<file path="src/hdl/cpr_pkg.sv">
package cpr_pkg;

  // Fixed field widths of the request and response transactions
  localparam int FRAME_W    = 6;
  localparam int FRAME_SPAN = 2 ** FRAME_W;
  localparam int OPCODE_W   = 2;

  // Request opcodes
  localparam logic [OPCODE_W-1:0] OP_ACCESS = 2'd0;
  localparam logic [OPCODE_W-1:0] OP_SETEV  = 2'd1;
  localparam logic [OPCODE_W-1:0] OP_EVICT  = 2'd2;

  // Controller to datapath commands
  typedef struct packed {
    logic do_access;  // set reference bit of the request frame
    logic do_setev;   // write evictable bit of the request frame
    logic step;       // examine the frame under the hand and advance
    logic load_out;   // capture the evict response into the output register
  } cmd_t;

  // Datapath to controller status
  typedef struct packed {
    logic any_evict;  // at least one frame is evictable
    logic hit;        // frame under the hand is evictable and unreferenced
  } status_t;

endpackage

</file>
<file path="src/hdl/cpr_req_if.sv">
interface cpr_req_if;
  logic                          valid;
  logic                          ready;
  logic [cpr_pkg::OPCODE_W-1:0]  opcode;
  logic [cpr_pkg::FRAME_W-1:0]   frame;
  logic                          make_evictable;

  modport source (output valid, output opcode, output frame, output make_evictable,
                  input ready);
  modport sink   (input valid, input opcode, input frame, input make_evictable,
                  output ready);
endinterface

</file>
<file path="src/hdl/cpr_rsp_if.sv">
interface cpr_rsp_if;
  logic                         valid;
  logic                         ready;
  logic [cpr_pkg::FRAME_W-1:0]  victim;
  logic                         found;

  modport source (output valid, output victim, output found, input ready);
  modport sink   (input valid, input victim, input found, output ready);
endinterface

</file>
<file path="src/hdl/cpr_dp.sv">
module cpr_dp #(
  parameter int FRAMES = 64
) (
  input  logic                         clk,
  input  logic                         rst_n,
  input  cpr_pkg::cmd_t                cmd,
  input  logic [cpr_pkg::FRAME_W-1:0]  frame,
  input  logic                         make_evictable,
  output cpr_pkg::status_t             status,
  output logic [cpr_pkg::FRAME_W-1:0]  victim,
  output logic                         found
);

  // Frames above the request index range are never written: they stay
  // evictable and unreferenced, so only the addressable ones are stored.
  localparam int STORE = (FRAMES < cpr_pkg::FRAME_SPAN) ? FRAMES : cpr_pkg::FRAME_SPAN;
  localparam int SW    = $clog2(STORE);
  localparam int HW    = $clog2(FRAMES);
  localparam int CW    = $clog2(STORE + 1);
  localparam logic [HW-1:0] HAND_LAST = HW'(FRAMES - 1);
  localparam bit ALWAYS_ANY = (FRAMES > cpr_pkg::FRAME_SPAN);

  logic [STORE-1:0]            ref_r, ref_nxt;
  logic [STORE-1:0]            ok_r, ok_nxt;
  logic [HW-1:0]               hand_r, hand_nxt;
  logic [CW-1:0]               cnt_r, cnt_nxt;
  logic [cpr_pkg::FRAME_W-1:0] victim_r, victim_nxt;
  logic                        found_r, found_nxt;

  logic          frame_ok;
  logic [SW-1:0] wr_idx;
  logic          hand_in;
  logic [SW-1:0] hand_idx;
  logic          cur_ok;
  logic          cur_ref;
  logic          any_evict;

  // Request frame decode
  assign frame_ok = (32'(frame) < FRAMES);
  assign wr_idx   = frame[SW-1:0];

  // Frame under the hand
  assign hand_in  = (32'(hand_r) < STORE);
  assign hand_idx = hand_r[SW-1:0];
  assign cur_ok   = hand_in ? ok_r[hand_idx]  : 1'b1;
  assign cur_ref  = hand_in ? ref_r[hand_idx] : 1'b0;

  assign any_evict = ALWAYS_ANY ? 1'b1 : (cnt_r != '0);

  assign status.any_evict = any_evict;
  assign status.hit       = cur_ok & ~cur_ref;

  // Next state
  always_comb begin
    ref_nxt    = ref_r;
    ok_nxt     = ok_r;
    hand_nxt   = hand_r;
    cnt_nxt    = cnt_r;
    victim_nxt = victim_r;
    found_nxt  = found_r;

    if (cmd.do_access && frame_ok) begin
      ref_nxt[wr_idx] = 1'b1;
    end

    if (cmd.do_setev && frame_ok) begin
      ok_nxt[wr_idx] = make_evictable;
      // keep the evictable count in step with the bit change
      if (ok_r[wr_idx] != make_evictable) begin
        cnt_nxt = make_evictable ? cnt_r + CW'(1) : cnt_r - CW'(1);
      end
    end

    // one frame per step: second chance clears the reference bit
    if (cmd.step) begin
      if (hand_in && cur_ok && cur_ref) begin
        ref_nxt[hand_idx] = 1'b0;
      end
      hand_nxt = (hand_r == HAND_LAST) ? '0 : hand_r + HW'(1);
    end

    if (cmd.load_out) begin
      victim_nxt = any_evict ? cpr_pkg::FRAME_W'(hand_r) : '0;
      found_nxt  = any_evict;
    end
  end

  // Frame state
  always_ff @(posedge clk) begin
    if (!rst_n) begin
      ref_r  <= '0;
      ok_r   <= '1;
      hand_r <= '0;
      cnt_r  <= CW'(STORE);
    end else begin
      ref_r  <= ref_nxt;
      ok_r   <= ok_nxt;
      hand_r <= hand_nxt;
      cnt_r  <= cnt_nxt;
    end
  end

  // Response payload
  always_ff @(posedge clk) begin
    victim_r <= victim_nxt;
    found_r  <= found_nxt;
  end

  assign victim = victim_r;
  assign found  = found_r;

endmodule

</file>
<file path="src/hdl/cpr_ctrl.sv">
module cpr_ctrl (
  input  logic                          clk,
  input  logic                          rst_n,
  input  logic                          in_valid,
  input  logic [cpr_pkg::OPCODE_W-1:0]  opcode,
  output logic                          in_ready,
  output logic                          out_valid,
  input  logic                          out_ready,
  input  cpr_pkg::status_t              status,
  output cpr_pkg::cmd_t                 cmd
);

  typedef enum logic [1:0] {
    ST_IDLE = 2'b01,
    ST_WALK = 2'b10
  } state_t;

  state_t state_r, state_nxt;
  logic   out_valid_r, out_valid_nxt;
  logic   accept;
  logic   out_free;

  assign in_ready = (state_r == ST_IDLE);
  assign accept   = in_valid & in_ready;
  // output register can take a new response this cycle
  assign out_free = ~out_valid_r | out_ready;

  // Sequencing
  always_comb begin
    state_nxt = state_r;
    cmd       = '0;

    unique case (state_r)
      ST_IDLE: begin
        if (accept) begin
          priority if (opcode == cpr_pkg::OP_ACCESS) begin
            cmd.do_access = 1'b1;
          end else if (opcode == cpr_pkg::OP_SETEV) begin
            cmd.do_setev = 1'b1;
          end else if (opcode == cpr_pkg::OP_EVICT) begin
            state_nxt = ST_WALK;
          end else begin
            // unused opcode: dropped
          end
        end
      end
      ST_WALK: begin
        priority if (!status.any_evict) begin
          // nothing evictable: answer not found, state untouched
          if (out_free) begin
            cmd.load_out = 1'b1;
            state_nxt    = ST_IDLE;
          end
        end else if (status.hit) begin
          // victim under the hand: wait for the output register
          if (out_free) begin
            cmd.load_out = 1'b1;
            cmd.step     = 1'b1;
            state_nxt    = ST_IDLE;
          end
        end else begin
          cmd.step = 1'b1;
        end
      end
      default: begin
        state_nxt = ST_IDLE;
      end
    endcase
  end

  // Output valid
  always_comb begin
    priority if (cmd.load_out) begin
      out_valid_nxt = 1'b1;
    end else if (out_ready) begin
      out_valid_nxt = 1'b0;
    end else begin
      out_valid_nxt = out_valid_r;
    end
  end

  always_ff @(posedge clk) begin
    if (!rst_n) begin
      state_r     <= ST_IDLE;
      out_valid_r <= 1'b0;
    end else begin
      state_r     <= state_nxt;
      out_valid_r <= out_valid_nxt;
    end
  end

  assign out_valid = out_valid_r;

endmodule

</file>
<file path="src/hdl/clock_page_replacer_core.sv">
// Clock (second-chance) page replacer.
// in_ch carries requests: opcode access sets a frame's reference bit,
// set-evictable writes its evictable bit, evict asks for a victim.
// Access and set-evictable with a frame at or above FRAMES, and the unused
// opcode, are dropped and give no response. Only evict answers, on out_ch,
// with victim and found (found=0, victim=0 when no frame is evictable).
// An evict is accepted, then the hand walks the frame bits one frame per
// cycle until it finds a victim; the response is loaded into the output
// register once the victim is found and the register is free.
// in_ch is ready whenever no evict walk is in progress, also while a
// response waits in the output register; a walk that finds its victim while
// out_ch is stalled holds there until the register frees.
// Reset (rst_n low, synchronous) clears all reference bits, marks all frames
// evictable, puts the hand at frame 0 and empties the output register.
module clock_page_replacer_core #(
  parameter int FRAMES = 64
) (
  input  logic     clk,
  input  logic     rst_n,
  cpr_req_if.sink  in_ch,
  cpr_rsp_if.source out_ch
);

  cpr_pkg::cmd_t    cmd;
  cpr_pkg::status_t status;

  cpr_ctrl u_ctrl (
    .clk       (clk),
    .rst_n     (rst_n),
    .in_valid  (in_ch.valid),
    .opcode    (in_ch.opcode),
    .in_ready  (in_ch.ready),
    .out_valid (out_ch.valid),
    .out_ready (out_ch.ready),
    .status    (status),
    .cmd       (cmd)
  );

  cpr_dp #(
    .FRAMES (FRAMES)
  ) u_dp (
    .clk            (clk),
    .rst_n          (rst_n),
    .cmd            (cmd),
    .frame          (in_ch.frame),
    .make_evictable (in_ch.make_evictable),
    .status         (status),
    .victim         (out_ch.victim),
    .found          (out_ch.found)
  );

endmodule
</file>
<file path="src/flat_wrapper.sv">
// flat-port wrapper written by rule: the top's interface ports become plain ports
module clock_page_replacer_core_flat 
#(
  parameter int FRAMES = 64
)
  (clk, rst_n, in_ch_valid, in_ch_opcode, in_ch_frame, in_ch_make_evictable, in_ch_ready, out_ch_valid, out_ch_victim, out_ch_found, out_ch_ready);
  cpr_req_if in_ch_i ();
  cpr_rsp_if out_ch_i ();
  input  logic clk;
  input  logic rst_n;
  input wire logic [$bits(in_ch_i.valid)-1:0] in_ch_valid;
  input wire logic [$bits(in_ch_i.opcode)-1:0] in_ch_opcode;
  input wire logic [$bits(in_ch_i.frame)-1:0] in_ch_frame;
  input wire logic [$bits(in_ch_i.make_evictable)-1:0] in_ch_make_evictable;
  output wire logic [$bits(in_ch_i.ready)-1:0] in_ch_ready;
  output wire logic [$bits(out_ch_i.valid)-1:0] out_ch_valid;
  output wire logic [$bits(out_ch_i.victim)-1:0] out_ch_victim;
  output wire logic [$bits(out_ch_i.found)-1:0] out_ch_found;
  input wire logic [$bits(out_ch_i.ready)-1:0] out_ch_ready;
  assign in_ch_i.valid = in_ch_valid;
  assign in_ch_i.opcode = in_ch_opcode;
  assign in_ch_i.frame = in_ch_frame;
  assign in_ch_i.make_evictable = in_ch_make_evictable;
  assign in_ch_ready = in_ch_i.ready;
  assign out_ch_valid = out_ch_i.valid;
  assign out_ch_victim = out_ch_i.victim;
  assign out_ch_found = out_ch_i.found;
  assign out_ch_i.ready = out_ch_ready;
  clock_page_replacer_core #(.FRAMES(FRAMES)) u_core (.clk(clk), .rst_n(rst_n), .in_ch(in_ch_i), .out_ch(out_ch_i));
endmodule
</file>
<file path="config.mk">
export PLATFORM = sky130hd
export DESIGN_NAME = clock_page_replacer_core_flat
export DESIGN_NICKNAME = d
export VERILOG_FILES = /design/src/hdl/cpr_pkg.sv /design/src/hdl/cpr_req_if.sv /design/src/hdl/cpr_rsp_if.sv /design/src/hdl/cpr_dp.sv /design/src/hdl/cpr_ctrl.sv /design/src/hdl/clock_page_replacer_core.sv /design/src/flat_wrapper.sv
export SDC_FILE = /design/constraint.sdc
export NUM_CORES = 1
export LEC_CHECK = 0
export ABC_AREA = 1
export BUFFER_PORTS_ARGS = -buffer_cell sky130_fd_sc_hd__buf_2
export CORE_ASPECT_RATIO = 1.4
export CORE_UTILIZATION = 30
export DETAILED_ROUTE_END_ITERATION = 7
export HOLD_SLACK_MARGIN = 0.08
export PLACE_DENSITY_LB_ADDON = 0.12
export REMOVE_ABC_BUFFERS = 1
export SYNTH_ARGS = -nofsm -noshare
export SYNTH_HDL_FRONTEND = slang
export SYNTH_SLANG_ARGS = --single-unit
export TNS_END_PERCENT = 1
</file>
<file path="constraint.sdc">
create_clock -name clk -period 2.95 [get_ports clk]
set_input_delay 0.1475 -clock clk [delete_from_list [all_inputs] [get_ports clk]]
set_output_delay 0.1475 -clock clk [all_outputs]
set_load 0.03 [all_outputs]
</file>
# --- After elaboration in Yosys (flattened, before gate mapping) ---
# Index checks and enable logic that the tools add are counted.
classes:
  bitwise: 8
  order_cmp: 4
  eq_ne: 11
  n_reduce_logical: 8
  add_sub_neg: 3
  muxes: 38
ops:
  columns: ["op", "count"]
  rows:
  - ["$mux 64", 3]
  - ["$and 64x64->64", 1]
  - ["$bwmux 64", 1]
  - ["$not 64->64", 1]
  - ["$or 64x64->64", 1]
  - ["$mux 2", 11]
  - ["$bmux 1 s6", 3]
  - ["$mux 1", 15]
  - ["$lt 6x7->1 const B", 2]
  - ["$demux 1 s6", 2]
  - ["$ge 6x1->1 const B", 2]
  - ["$add 7x1->7 const B", 1]
  - ["$mux 7", 1]
  - ["$reduce_bool 7->1", 1]
  - ["$sub 7x1->7 const B", 1]
  - ["$add 6x1->6 const B", 1]
  - ["$eq 6x6->1 const B", 1]
  - ["$mux 6", 1]
  - ["$reduce_and 5->1", 1]
  - ["$eq 2x1->1 const B", 2]
  - ["$eq 2x2->1 const B", 2]
  - ["$ne 2x1->1 const B", 2]
  - ["$ne 2x2->1 const B", 2]
  - ["$pmux 2 s2", 1]
  - ["9 further kinds", 13]
totals:
  regBits: 151
  inputBits: 13
  output_inout_bits: 9
  elab_cells: 80

# --- Logic depth before layout (Yosys ltp) ---
# Gate-level depths: netlist of run 1.
logic_depth:
  word_depth: 9
  ltp_mapped: 21
  depth_no_buf: 18

# --- Cells and area by module ---
# From an unflattened synthesis of run 1, not the netlist that was laid out.
unflattened:
  hier_cells: 1466
  area_unflattened_um2: 8979.9
modules_own_cells:
  columns: ["module", "cells_per_inst", "area_per_inst_um2", "n_inst", "seq_area_each_um2"]
  rows:
  - ["cpr_dp", 1436, 8785.9, 1, 3032.9]
  - ["cpr_ctrl", 30, 193.9, 1, 60.1]

# --- Worst setup path before layout of run 1 ---
# Ideal clock, no wire load.
synth_timing:
  path_kind: "reg-to-reg"
  startpoint: "reg u_core.u_dp.hand_r[0] (netlist: u_core.u_dp.hand_idx[0])"
  endpoint: "reg u_core.u_dp.found_r (netlist: u_core.u_dp.found), enable pin"
  arrival_ns: 1.837
  setup_time_ns: 0.360
  synth_period_minus_slack_ns: 2.197
  n_path_buf: 3
  path_slack_ns: 0.753
  path_stages_with_launch: 15
  required_time_ns: 2.590
  cell_sequence: "dfxtp_1 -> buf_4 -> buf_6 -> buf_6 -> o211ai_1 -> nand2_1 -> nor2_1 -> nor2_1 -> nor2_1 -> nand2_1 -> nor2_1 -> nand2_2 -> nand2_1 -> nand3_1 -> nor2_1"
synth_rtl:
  columns: ["item", "line_no", "rtl"]
  rows:
  - ["start: declaration", "cpr_dp.sv:25", "logic [HW-1:0] hand_r, hand_nxt;"]
  - ["start signal: assignment", "cpr_dp.sv:98", "hand_r <= hand_nxt;"]
  - ["end signal: assignment", "cpr_dp.sv:106", "found_r <= found_nxt;"]
  - ["end: declaration", "cpr_dp.sv:28", "logic found_r, found_nxt;"]

# --- Worst setup path after layout of run 1 ---
layout_timing:
  startpoint: "reg u_core.u_dp.hand_r[2] (netlist: u_core.u_dp.hand_idx[2])"
  endpoint: "reg u_core.u_dp.ref_r[49]"
layout_via:
  elab_chain_len: 8
  word_cells_on_any_way: 19
  cone_classes: "2 x order compare; 11 x mux; 4 x bitwise; 2 x reduce/logical"
layout_lines:
  columns: ["item", "line_no", "rtl"]
  rows:
  - ["$lt 6x7->1 (implied by the code) (tied with other cells)", "cpr_dp.sv:77", "ref_nxt[hand_idx] = 1'b0;"]
  - ["$logic_and 1x1->1 (implied by the code) or $mux 1 (tied branches)", "cpr_dp.sv:77, cpr_dp.sv:46", null]
  - ["$mux 1 (implied by the code) or $not 1->1 (tied branches)", "cpr_dp.sv:77, cpr_dp.sv:51", null]
  - ["$demux 1 s6 or $and 1x1->1 (tied branches)", "cpr_dp.sv:77, cpr_dp.sv:51", null]
  - ["$not 64->64 (no line) or $mux 1 (tied branches)", null, null]
  - ["$and 64x64->64 (no line) or $mux 1 (tied branches)", null, null]
  - ["$mux 64 or $mux 2 (tied branches)", "cpr_dp.sv:76, cpr_ctrl.sv:33", null]
  - ["$mux 64 *", "cpr_dp.sv:75", "if (cmd.step) begin"]
  - ["end signal: assignment", "cpr_dp.sv:96", "ref_r <= ref_nxt;"]
  - ["end: declaration", "cpr_dp.sv:23", "logic [STORE-1:0] ref_r, ref_nxt;"]
# Mark *: on every way between the ends. The rest lies on a longest branch, timed or not. The select of a mux whose other input is x is not followed.
# A chain may end at the register's enable or synchronous reset.

==> metrics.md, run 1 <==
| Metric | Value |
|---|---|
| Clock network fraction of total power | roughly half |
| R2r startpoint | u_core.u_dp.hand_idx[2] |
| Worst rel slew slack | 54.04% |
| Total core area | just under 30,000 um^2 |
| Detailed Route WL | 33,740 um |
| Fraction of layout cells with a size suffix above 1 | 7.620% |
| Met2 usage | 40.99% |
| Met1 routing resource usage after global routing | 27.59% |
| Number of buffers created by CTS | 17 |
| RSZ-0062 raised after global routing | no |
| Slack of the worst reg-to-reg path | 350 ps |
| Status | completed |
| Syn. warnings | 0 |
| Final layout net count | 1,503 |
| Total standard cell area after synthesis | 8935 um^2 |
| MaxCap Viol Count | 0 |
| Starting DRC count in detailed routing | roughly 630 |
| Antenna diode instance count | 0 |
| Sequential cell area | 3097 um^2 |
| Routed wire length per instance | approximately 18 um |
| Aggregate global-route resource usage | 23.18% |
| Synthesized-area fraction occupied by and/or/nand/nor cells | 34.73% |
| Worst-Margin Slew | between 600 and 700 ps |
| Number of global-route vias before repair | roughly 8,700 |
| Number of vias per cell after detailed routing | 4.867 |
| Leakage power total | 4.503 nW |
| GP Congestion | ~0.87 |
| Clock tree from TritonCTS | done |
| Adder-cell area share of the yosys netlist | 1.064% |
| Met3 demand-to-capacity share in global routing | 2.671% |
| Predominant post-synthesis flop cell | dfxtp_1 |
| Global route overflow | 0 |
| First-pass GRT wire length | between 50,000 and 60,000 um |
| Max frequency | 384.8 MHz |
| Crit path max-delay cell type | dfxtp_1 |
| Detailed-router iteration count before antenna repair | 5 |
| Setup crit start kind | register |
| Post-synthesis average cell area | 6.049 um^2 |
| Largest net degree at the start of global routing | 73 |
| Internal power consumption | 0.003538 W |
| Crit Path Category | register to register |
| Hold Worst Slack | approximately 130 ps |
| Starting density of the core | 30.54% |
| Cell with the most instances after synthesis | nand2_1 |
| Sw Pwr | 0.001193 W |
| Number of nets still failing antenna checks after routing | 0 |
| Initial antenna violation count | 0 |
| Largest family of logic cells by synthesized area | simple AND/OR/NAND/NOR gates |
| Die area | 30,490 um^2 |
| Clock period minus worst slack | roughly 2600 ps |
| Peak VDD IR | between 0.4 and 0.5 mV |
| Terminating pin of the worst hold path | u_core.u_ctrl.state_r[1] |
| CP Max Fanout | 16 |
| Multi-input gate area in the final layout | 5045 um^2 |
| Number of slew-limit violations in the final report | 0 |
| Xor and xnor fraction of the mapped netlist area | 0.7842% |
| Post-synthesis to final-layout area growth | 13.72% |
| Launch instance of the worst min-delay path | in_ch_opcode[1] |
| Source-to-sink clock delay at the later pin of the worst-skew pair | 460 ps |
| Fill cells | ~3,400 |
| Sequential area share after synthesis | about 35% |
| Multiplexer area fraction after synthesis | 0% |
| DP HPWL | around 24,000 um |
| Reg power frac | 43.7% |
| Drt drc | 0 |
| Clock root buffer | clkbuf_16 |
| Part of the cycle the worst path needs | 88.08% |
| Height of the die | 206.2 um |
| Boundary pin count | 22 |
| Top post-synthesis cells by count | nand2_1, nor2_1, a21oi_1 |
| Worst clock skew | 10.24 ps |
| Hold violation total from the final report | 0 |
| Critical Path RT | 3290 ps |
| Largest cells by area after synthesis | dfxtp_1, nand2_1, a21oi_1 |
| Cell count after synthesis | 1,477 |
| Max incr delay on CP | between 500 and 600 ps |
| Critical Path AT | 2940 ps |
| Total Negative Setup Slacks | 0 ps |
| Capturing point of the worst reg2reg path | u_core.u_dp.ref_r[49] |
| Worst Hold Depth | 5 |
| Cell type contributing the most total cell area after synthesis | dfxtp_1 |
| Clock-pin slew of the registers on the worst-case setup and hold paths | 60 ps |
| Compound-Gate Fraction of Synth Area | 19.76% |
| GRT Max-Usage Layer | met2 |
| Combinational Power Share | between 7 and 8% |
| Synthesis-stage register bit count | 151 |
| X dimension of the die | 147.9 um |
| Most frequent CP cell | nor2_1 |
| Number of cells in the design after placement | 1,842 |
| Count of flip-flops with a built-in enable after synthesis | 7 |
| IO Port Bufs | 21 |
| Share of the synthesized area in the top cell type | 32.26% |
| Vias | a little over 9,000 |
| Final setup violation count | 0 |
| Post-synth ARST share | 0% |
| Cell depth of the worst flop-to-flop path | 14 |
| Cell breakdown of the critical path | inv_1 > nor2_2 > nand3_1 > nand2_1 > nor2_1 > nor2_1 > nor2_1 > nand2_1 > nor2_1 > nand2_2 > nand2_4 > nand2_4 > buf_4 > a21oi_1 |
| Hold/Removal Path Class | input pin to register |
| Count of clock tree sinks | 151 |
| Post-layout instance count excluding filler cells | 1,876 |
| Maximum number of buffers from clock root to sink | 2 |
| H-tree depth | 4 |
| Number of unique standard cell types used by synthesis | 33 |
| Switching power share of the total | 25.22% |
| Worst setup EP type | register |
| Pwr Density | about 470 nW/um^2 |
| Row count | 74 |
flip-flops by register name, summed over array words and instances, names as in the netlist:
name / flops
u_core.u_ctrl.out_valid: 1
u_core.u_ctrl.state_r: 2
u_core.u_dp.cnt_r: 7
u_core.u_dp.found: 1
u_core.u_dp.hand_idx: 6
u_core.u_dp.ok_r: 64
u_core.u_dp.ref_r: 64
u_core.u_dp.victim: 6
cell families after synthesis:
kind of cell               after synthesis
and+or+nand+nor                        786
AOI/OAI and AO/OA                      327
buffers and inverters                  198
DFF                                    151
xor gates and xnor gates                 8
adders and majority gates                7
how the worst max path moves through the flow:
stage | start | endpoint | slack, ps | cells past startpoint
final | u_core.u_dp.hand_idx[2] | u_core.u_dp.ref_r[49] | 350 | 14
after CTS | u_core.u_dp.hand_idx[2] | u_core.u_dp.ref_r[57] | 170 | 14
after floorplan | u_core.u_ctrl.state_r[0] | u_core.u_dp.cnt_r[0] | -1880 | 7
after detailed placement | u_core.u_dp.hand_idx[2] | u_core.u_dp.ref_r[57] | 160 | 14
after global routing | u_core.u_dp.hand_idx[2] | u_core.u_dp.ref_r[56] | 150 | 14
after global placement | u_core.u_dp.hand_idx[2] | u_core.u_dp.ref_r[0] | 210 | 14
through the flow:
| stage | setup slack, ps | cell area [um^2] | util, % | total power, W |
|---|---|---|---|---|
| 3_3_place_gp | 208.3 | 9539 | 32.60 | 0.002477 |
| 5_1_grt | 152.2 | 10160 | 34.73 | 0.004902 |
| 4_1_cts | 172.8 | 10160 | 34.72 | 0.004786 |
| 2_1_floorplan | -1875 | 8588 | - | 0.002311 |
| 6_report | 351.5 | 10160 | 34.73 | 0.004731 |
| 3_5_place_dp | 164.5 | 9539 | 32.60 | 0.002474 |
cell usage in the layout (no fill, tap or decap), drive strengths merged, types with 8 or more instances in the layout:
cell	synthesis	layout
dfxtp	144	144
nand3	38	38
buf	39	60
clkinv	1	8
inv	122	122
a21oi	151	151
o21a	40	40
nor3	23	23
nor2	162	162
clkbuf	36	22
or2	8	8
o21ai	126	126
nand2	553	553
layout make-up:
type                            count  share of cell area [%]
Sequential cell                   151                   30.48
Tap cell                          380                   4.679
Clock buffer                       22                   4.667
Inverter                          123                   4.568
Timing Repair Buffer               62                   4.728
Clock inverter                     10                   1.231
Multi-Input combinational cell   1128                   49.65
power by group through the flow:
stage / clock network, W / logic [W] / registers [W]
4_1_cts: 0.00236 / 0.000364 / 0.00207
6_report: 0.00230 / 0.000361 / 0.00207
3_5_place_dp: 0 / 0.000361 / 0.00211
3_3_place_gp: 0 / 0.000364 / 0.00211
2_1_floorplan: 0 / 0.000196 / 0.00211
5_1_grt: 0.00243 / 0.000401 / 0.00207
what timing repair did:
item / in CTS / in global routing
resized for setup: 0 / 1
hold endpoints to repair: 3 / 0
hold buffers: 2 / 0
setup buffers: 0 / 0
endpoints found under the setup margin: 0 / 15
routing by layer:
| metal | wire length (um) | vias to the layer above |
|---|---|---|
| met5 | 0 | - |
| met4 | 1350 | 0 |
| met3 | 1028 | 56 |
| met2 | 16750 | 188 |
| met1 | 14610 | 4171 |
| li1 | - | 4715 |
critical path, delay by kind of cell (launching register included):
family	cells	cell delay (ps)
buffers and inverters	2	540
AND/OR/NAND/NOR	11	1290
flip-flops	1	560
AO/OA/AOI/OAI	1	90
Note: power is estimated with default switching activity, not from simulation.
==> run 2: changes to the inputs <==
--- a/config.mk
+++ b/config.mk
@@ -11,7 +11,6 @@
 export CORE_UTILIZATION = 30
 export DETAILED_ROUTE_END_ITERATION = 7
 export HOLD_SLACK_MARGIN = 0.08
-export PLACE_DENSITY_LB_ADDON = 0.12
 export REMOVE_ABC_BUFFERS = 1
 export SYNTH_ARGS = -nofsm -noshare
 export SYNTH_HDL_FRONTEND = slang
==> run 2 against run 1 <==
Against the previous run: clock-buffer cell count down 5; sequential cell count is the same; total power is 3.1% lower; critical path type unchanged; highest routed layer unchanged.
==> metrics.md, run 2 (synthesis results as in run 1) <==
| Metric | Value |
|---|---|
| Status | completed |
| Registers with the highest flip-flop counts | u_core.u_dp.ok_r (64), u_core.u_dp.ref_r (64), u_core.u_dp.cnt_r (7) |
| Fraction of layout cells with a size suffix above 1 | 7.315% |
| Sequential cell area | 3097 um^2 |
| Number of slew-limit violations in the final report | 0 |
| Detailed Route WL | approximately 32,000 um |
| MaxCap Viol Count | 0 |
| Final setup violation count | 0 |
| Number of global-route vias before repair | around 8,800 |
| Total core area | 29,260 um^2 |
| Number of nets still failing antenna checks after routing | 0 |
| Max frequency | 362.8 MHz |
| Switching power share of the total | 28.82% |
| Worst rel slew slack | 31.47% |
| Clock network fraction of total power | 47.2% |
| Peak VDD IR | 0.3802 mV |
| Clock tree from TritonCTS | done |
| Initial antenna violation count | 0 |
| Boundary pin count | 22 |
| Cell breakdown of the critical path | inv_1 > nor3_1 > inv_1 > nor2_1 > nor2_1 > nand2_1 > nor2_1 > nand2_2 > nand2_4 > nand2_4 > nand2_1 > a21oi_1 |
| Critical path buffers and inverters | 2 |
| Number of post-CTS setup repair buffers | 0 |
| Aggregate global-route resource usage | a little over a fifth |
| Final layout net count | 1,497 |
| Setup crit start kind | register |
| Die area | 30,490 um^2 |
| Global route overflow | 0 |
| Crit Path Category | register to register |
| X dimension of the die | 147.9 um |
| Worst-Margin Slew | 1028 ps |
| Non-Filler Cell Area, Final | 10,100 um^2 |
| Largest net degree at the start of global routing | about 90 |
| Number of vias per cell after detailed routing | a little over 5 |
| Critical Path AT | between 3000 and 4000 ps |
| Number of buffers created by CTS | 17 |
| Source-to-sink clock delay at the later pin of the worst-skew pair | 460 ps |
| Height of the die | 206.2 um |
| Top Family by Delay on Critical Path | simple AND/OR/NAND/NOR gates |
| Hold violation total from the final report | 0 |
| Placed standard-cell area | 9519 um^2 |
| Clock period minus worst slack | roughly 2800 ps |
| DP HPWL | around 22,000 um |
| GP Congestion | 0.8938 |
| Highest-count cells in the layout ignoring fill and taps | nand2_1, nor2_1, a21oi_1 |
| Pwr Density | 453.8 nW/um^2 |
| Reg power frac | between 40 and 50% |
| Clock root buffer | clkbuf_16 |
| Instance count on the critical path | 12 |
| Worst setup EP type | register |
| Antenna diode instance count | 0 |
| R2r startpoint | u_core.u_dp.hand_idx[3] |
| Vias | 9,423 |
| Maximum number of buffers from clock root to sink | 2 |
| Leakage power total | 4.446 nW |
| Total Negative Setup Slacks | 0 ps |
| Worst clock skew | 10.73 ps |
| Starting density of the core | between 30% and 40% |
| Multi-input gate area in the final layout | 5042 um^2 |
| First-pass GRT wire length | 49,580 um |
| Hold/Removal Path Class | input pin to register |
| Starting DRC count in detailed routing | 853 |
| Fill cells | 3,303 |
| Detailed-router iteration count before antenna repair | 5 |
| Worst setup path startpoint | u_core.u_dp.hand_idx[3] |
| Row count | 74 |
| Slack of the worst reg-to-reg path | 190 ps |
| Max incr delay on CP | 650 ps |
| Capturing point of the worst reg2reg path | u_core.u_dp.hand_idx[0] |
| Combinational Power Share | about 7.7% |
| Worst setup margin | 193.6 ps |
| Hold Worst Slack | 133.2 ps |
| Total power of the final layout | 0.004583 W |
| Crit path capture | u_core.u_dp.hand_idx[0] |
| Crit path max-delay cell type | nor3_1 |
| CP Max Fanout | 30 |
| Clock-pin slew of the registers on the worst-case setup and hold paths | 70 ps |
| Part of the cycle the worst path needs | roughly 93% |
| Post-synthesis to final-layout area growth | 13.02% |
| Cell depth of the worst flop-to-flop path | 12 |
| Sw Pwr | 0.001321 W |
| Critical Path RT | 3300 ps |
| H-tree depth | 4 |
| Drt drc | 0 |
| IO Port Bufs | 21 |
| Count of clock tree sinks | approximately 150 |
| Routed wire length per instance | 17.08 um |
| Number of gates resized after cts | 0 |
| Most frequent CP cell | nor2_1 |
| RSZ-0062 raised after global routing | no |
| Worst setup slack before clock tree synthesis | 206.4 ps |
| Most common cell after layout, fill and taps aside | nand2_1 |
| Internal power consumption | ~0.0033 W |
-- run 2: changes by cell type in the layout (fill, tap and decap cells not counted), moves of 3 or more --
cell       before  now
buf_4          34   26
inv_6           0    9
clkbuf_8        3    0
bufinv_16       3    0
clkinv_2        7    0
-- run 2: worst min-delay path by stage --
stage	start	slack [ps]	to	depth (start not counted)
after CTS	in_ch_opcode[1]	120	u_core.u_ctrl.state_r[1]	5
after detailed placement	out_ch_ready	460	u_core.u_ctrl.out_valid	4
final	in_ch_opcode[1]	130	u_core.u_ctrl.state_r[1]	5
after floorplan	rst_n	220	u_core.u_ctrl.state_r[0]	1
after global placement	u_core.u_dp.ok_r[44]	450	u_core.u_dp.ok_r[44]	2
after global routing	in_ch_opcode[1]	160	u_core.u_ctrl.state_r[1]	5
-- run 2: through the flow --
stage / util [%] / instances
after global placement: 32.54 / 1836
after floorplan: - / 1402
final: 34.52 / 1870
after CTS: 34.52 / 1870
after global routing: 34.52 / 1870
after detailed placement: 32.54 / 1836
-- run 2: per-layer routing --
| layer | part of all wire [%] | wire length (um) | vias to the layer above | global-route usage (%) |
|---|---|---|---|---|
| met1 | 41 | 13120 | 4301 | 24.23 |
| li1 | - | - | 4706 | - |
| met3 | 4.9 | 1551 | 97 | 3.996 |
| met5 | 0 | 0 | - | 0 |
| met2 | 48 | 15450 | 319 | 37.48 |
| met4 | 5.7 | 1823 | 0 | 12.81 |
-- run 2: power groups by stage --
stage               clock network, W  logic [W]  registers (W)
finish                       0.00216   0.000355        0.00207
global route                 0.00226   0.000389        0.00207
CTS                          0.00218   0.000352        0.00207
detailed placement                 0   0.000348        0.00211
global placement                   0   0.000348        0.00211
floorplan                          0   0.000196        0.00211
-- run 2: worst min-delay path: stages --
cell and delay [ps]:
buf_2 130, nand2_1 70, nor2_1 40, nand3_1 90
a21oi_1 70
-- run 2: area by class of cell --
| cell class | instances | share of cell area [%] |
|---|---|---|
| clock buffer | 17 | 4.213 |
| clock inverter | 15 | 1.326 |
| inverter | 123 | 4.597 |
| multi-input combinational | 1128 | 49.93 |
| sequential | 151 | 30.67 |
| tap | 380 | 4.708 |
| timing repair buffer | 56 | 4.560 |
-- run 2: timing repair --
action	in CTS	in global routing
hold buffers	2	0
hold endpoints to repair	4	0
setup endpoints to repair	0	0
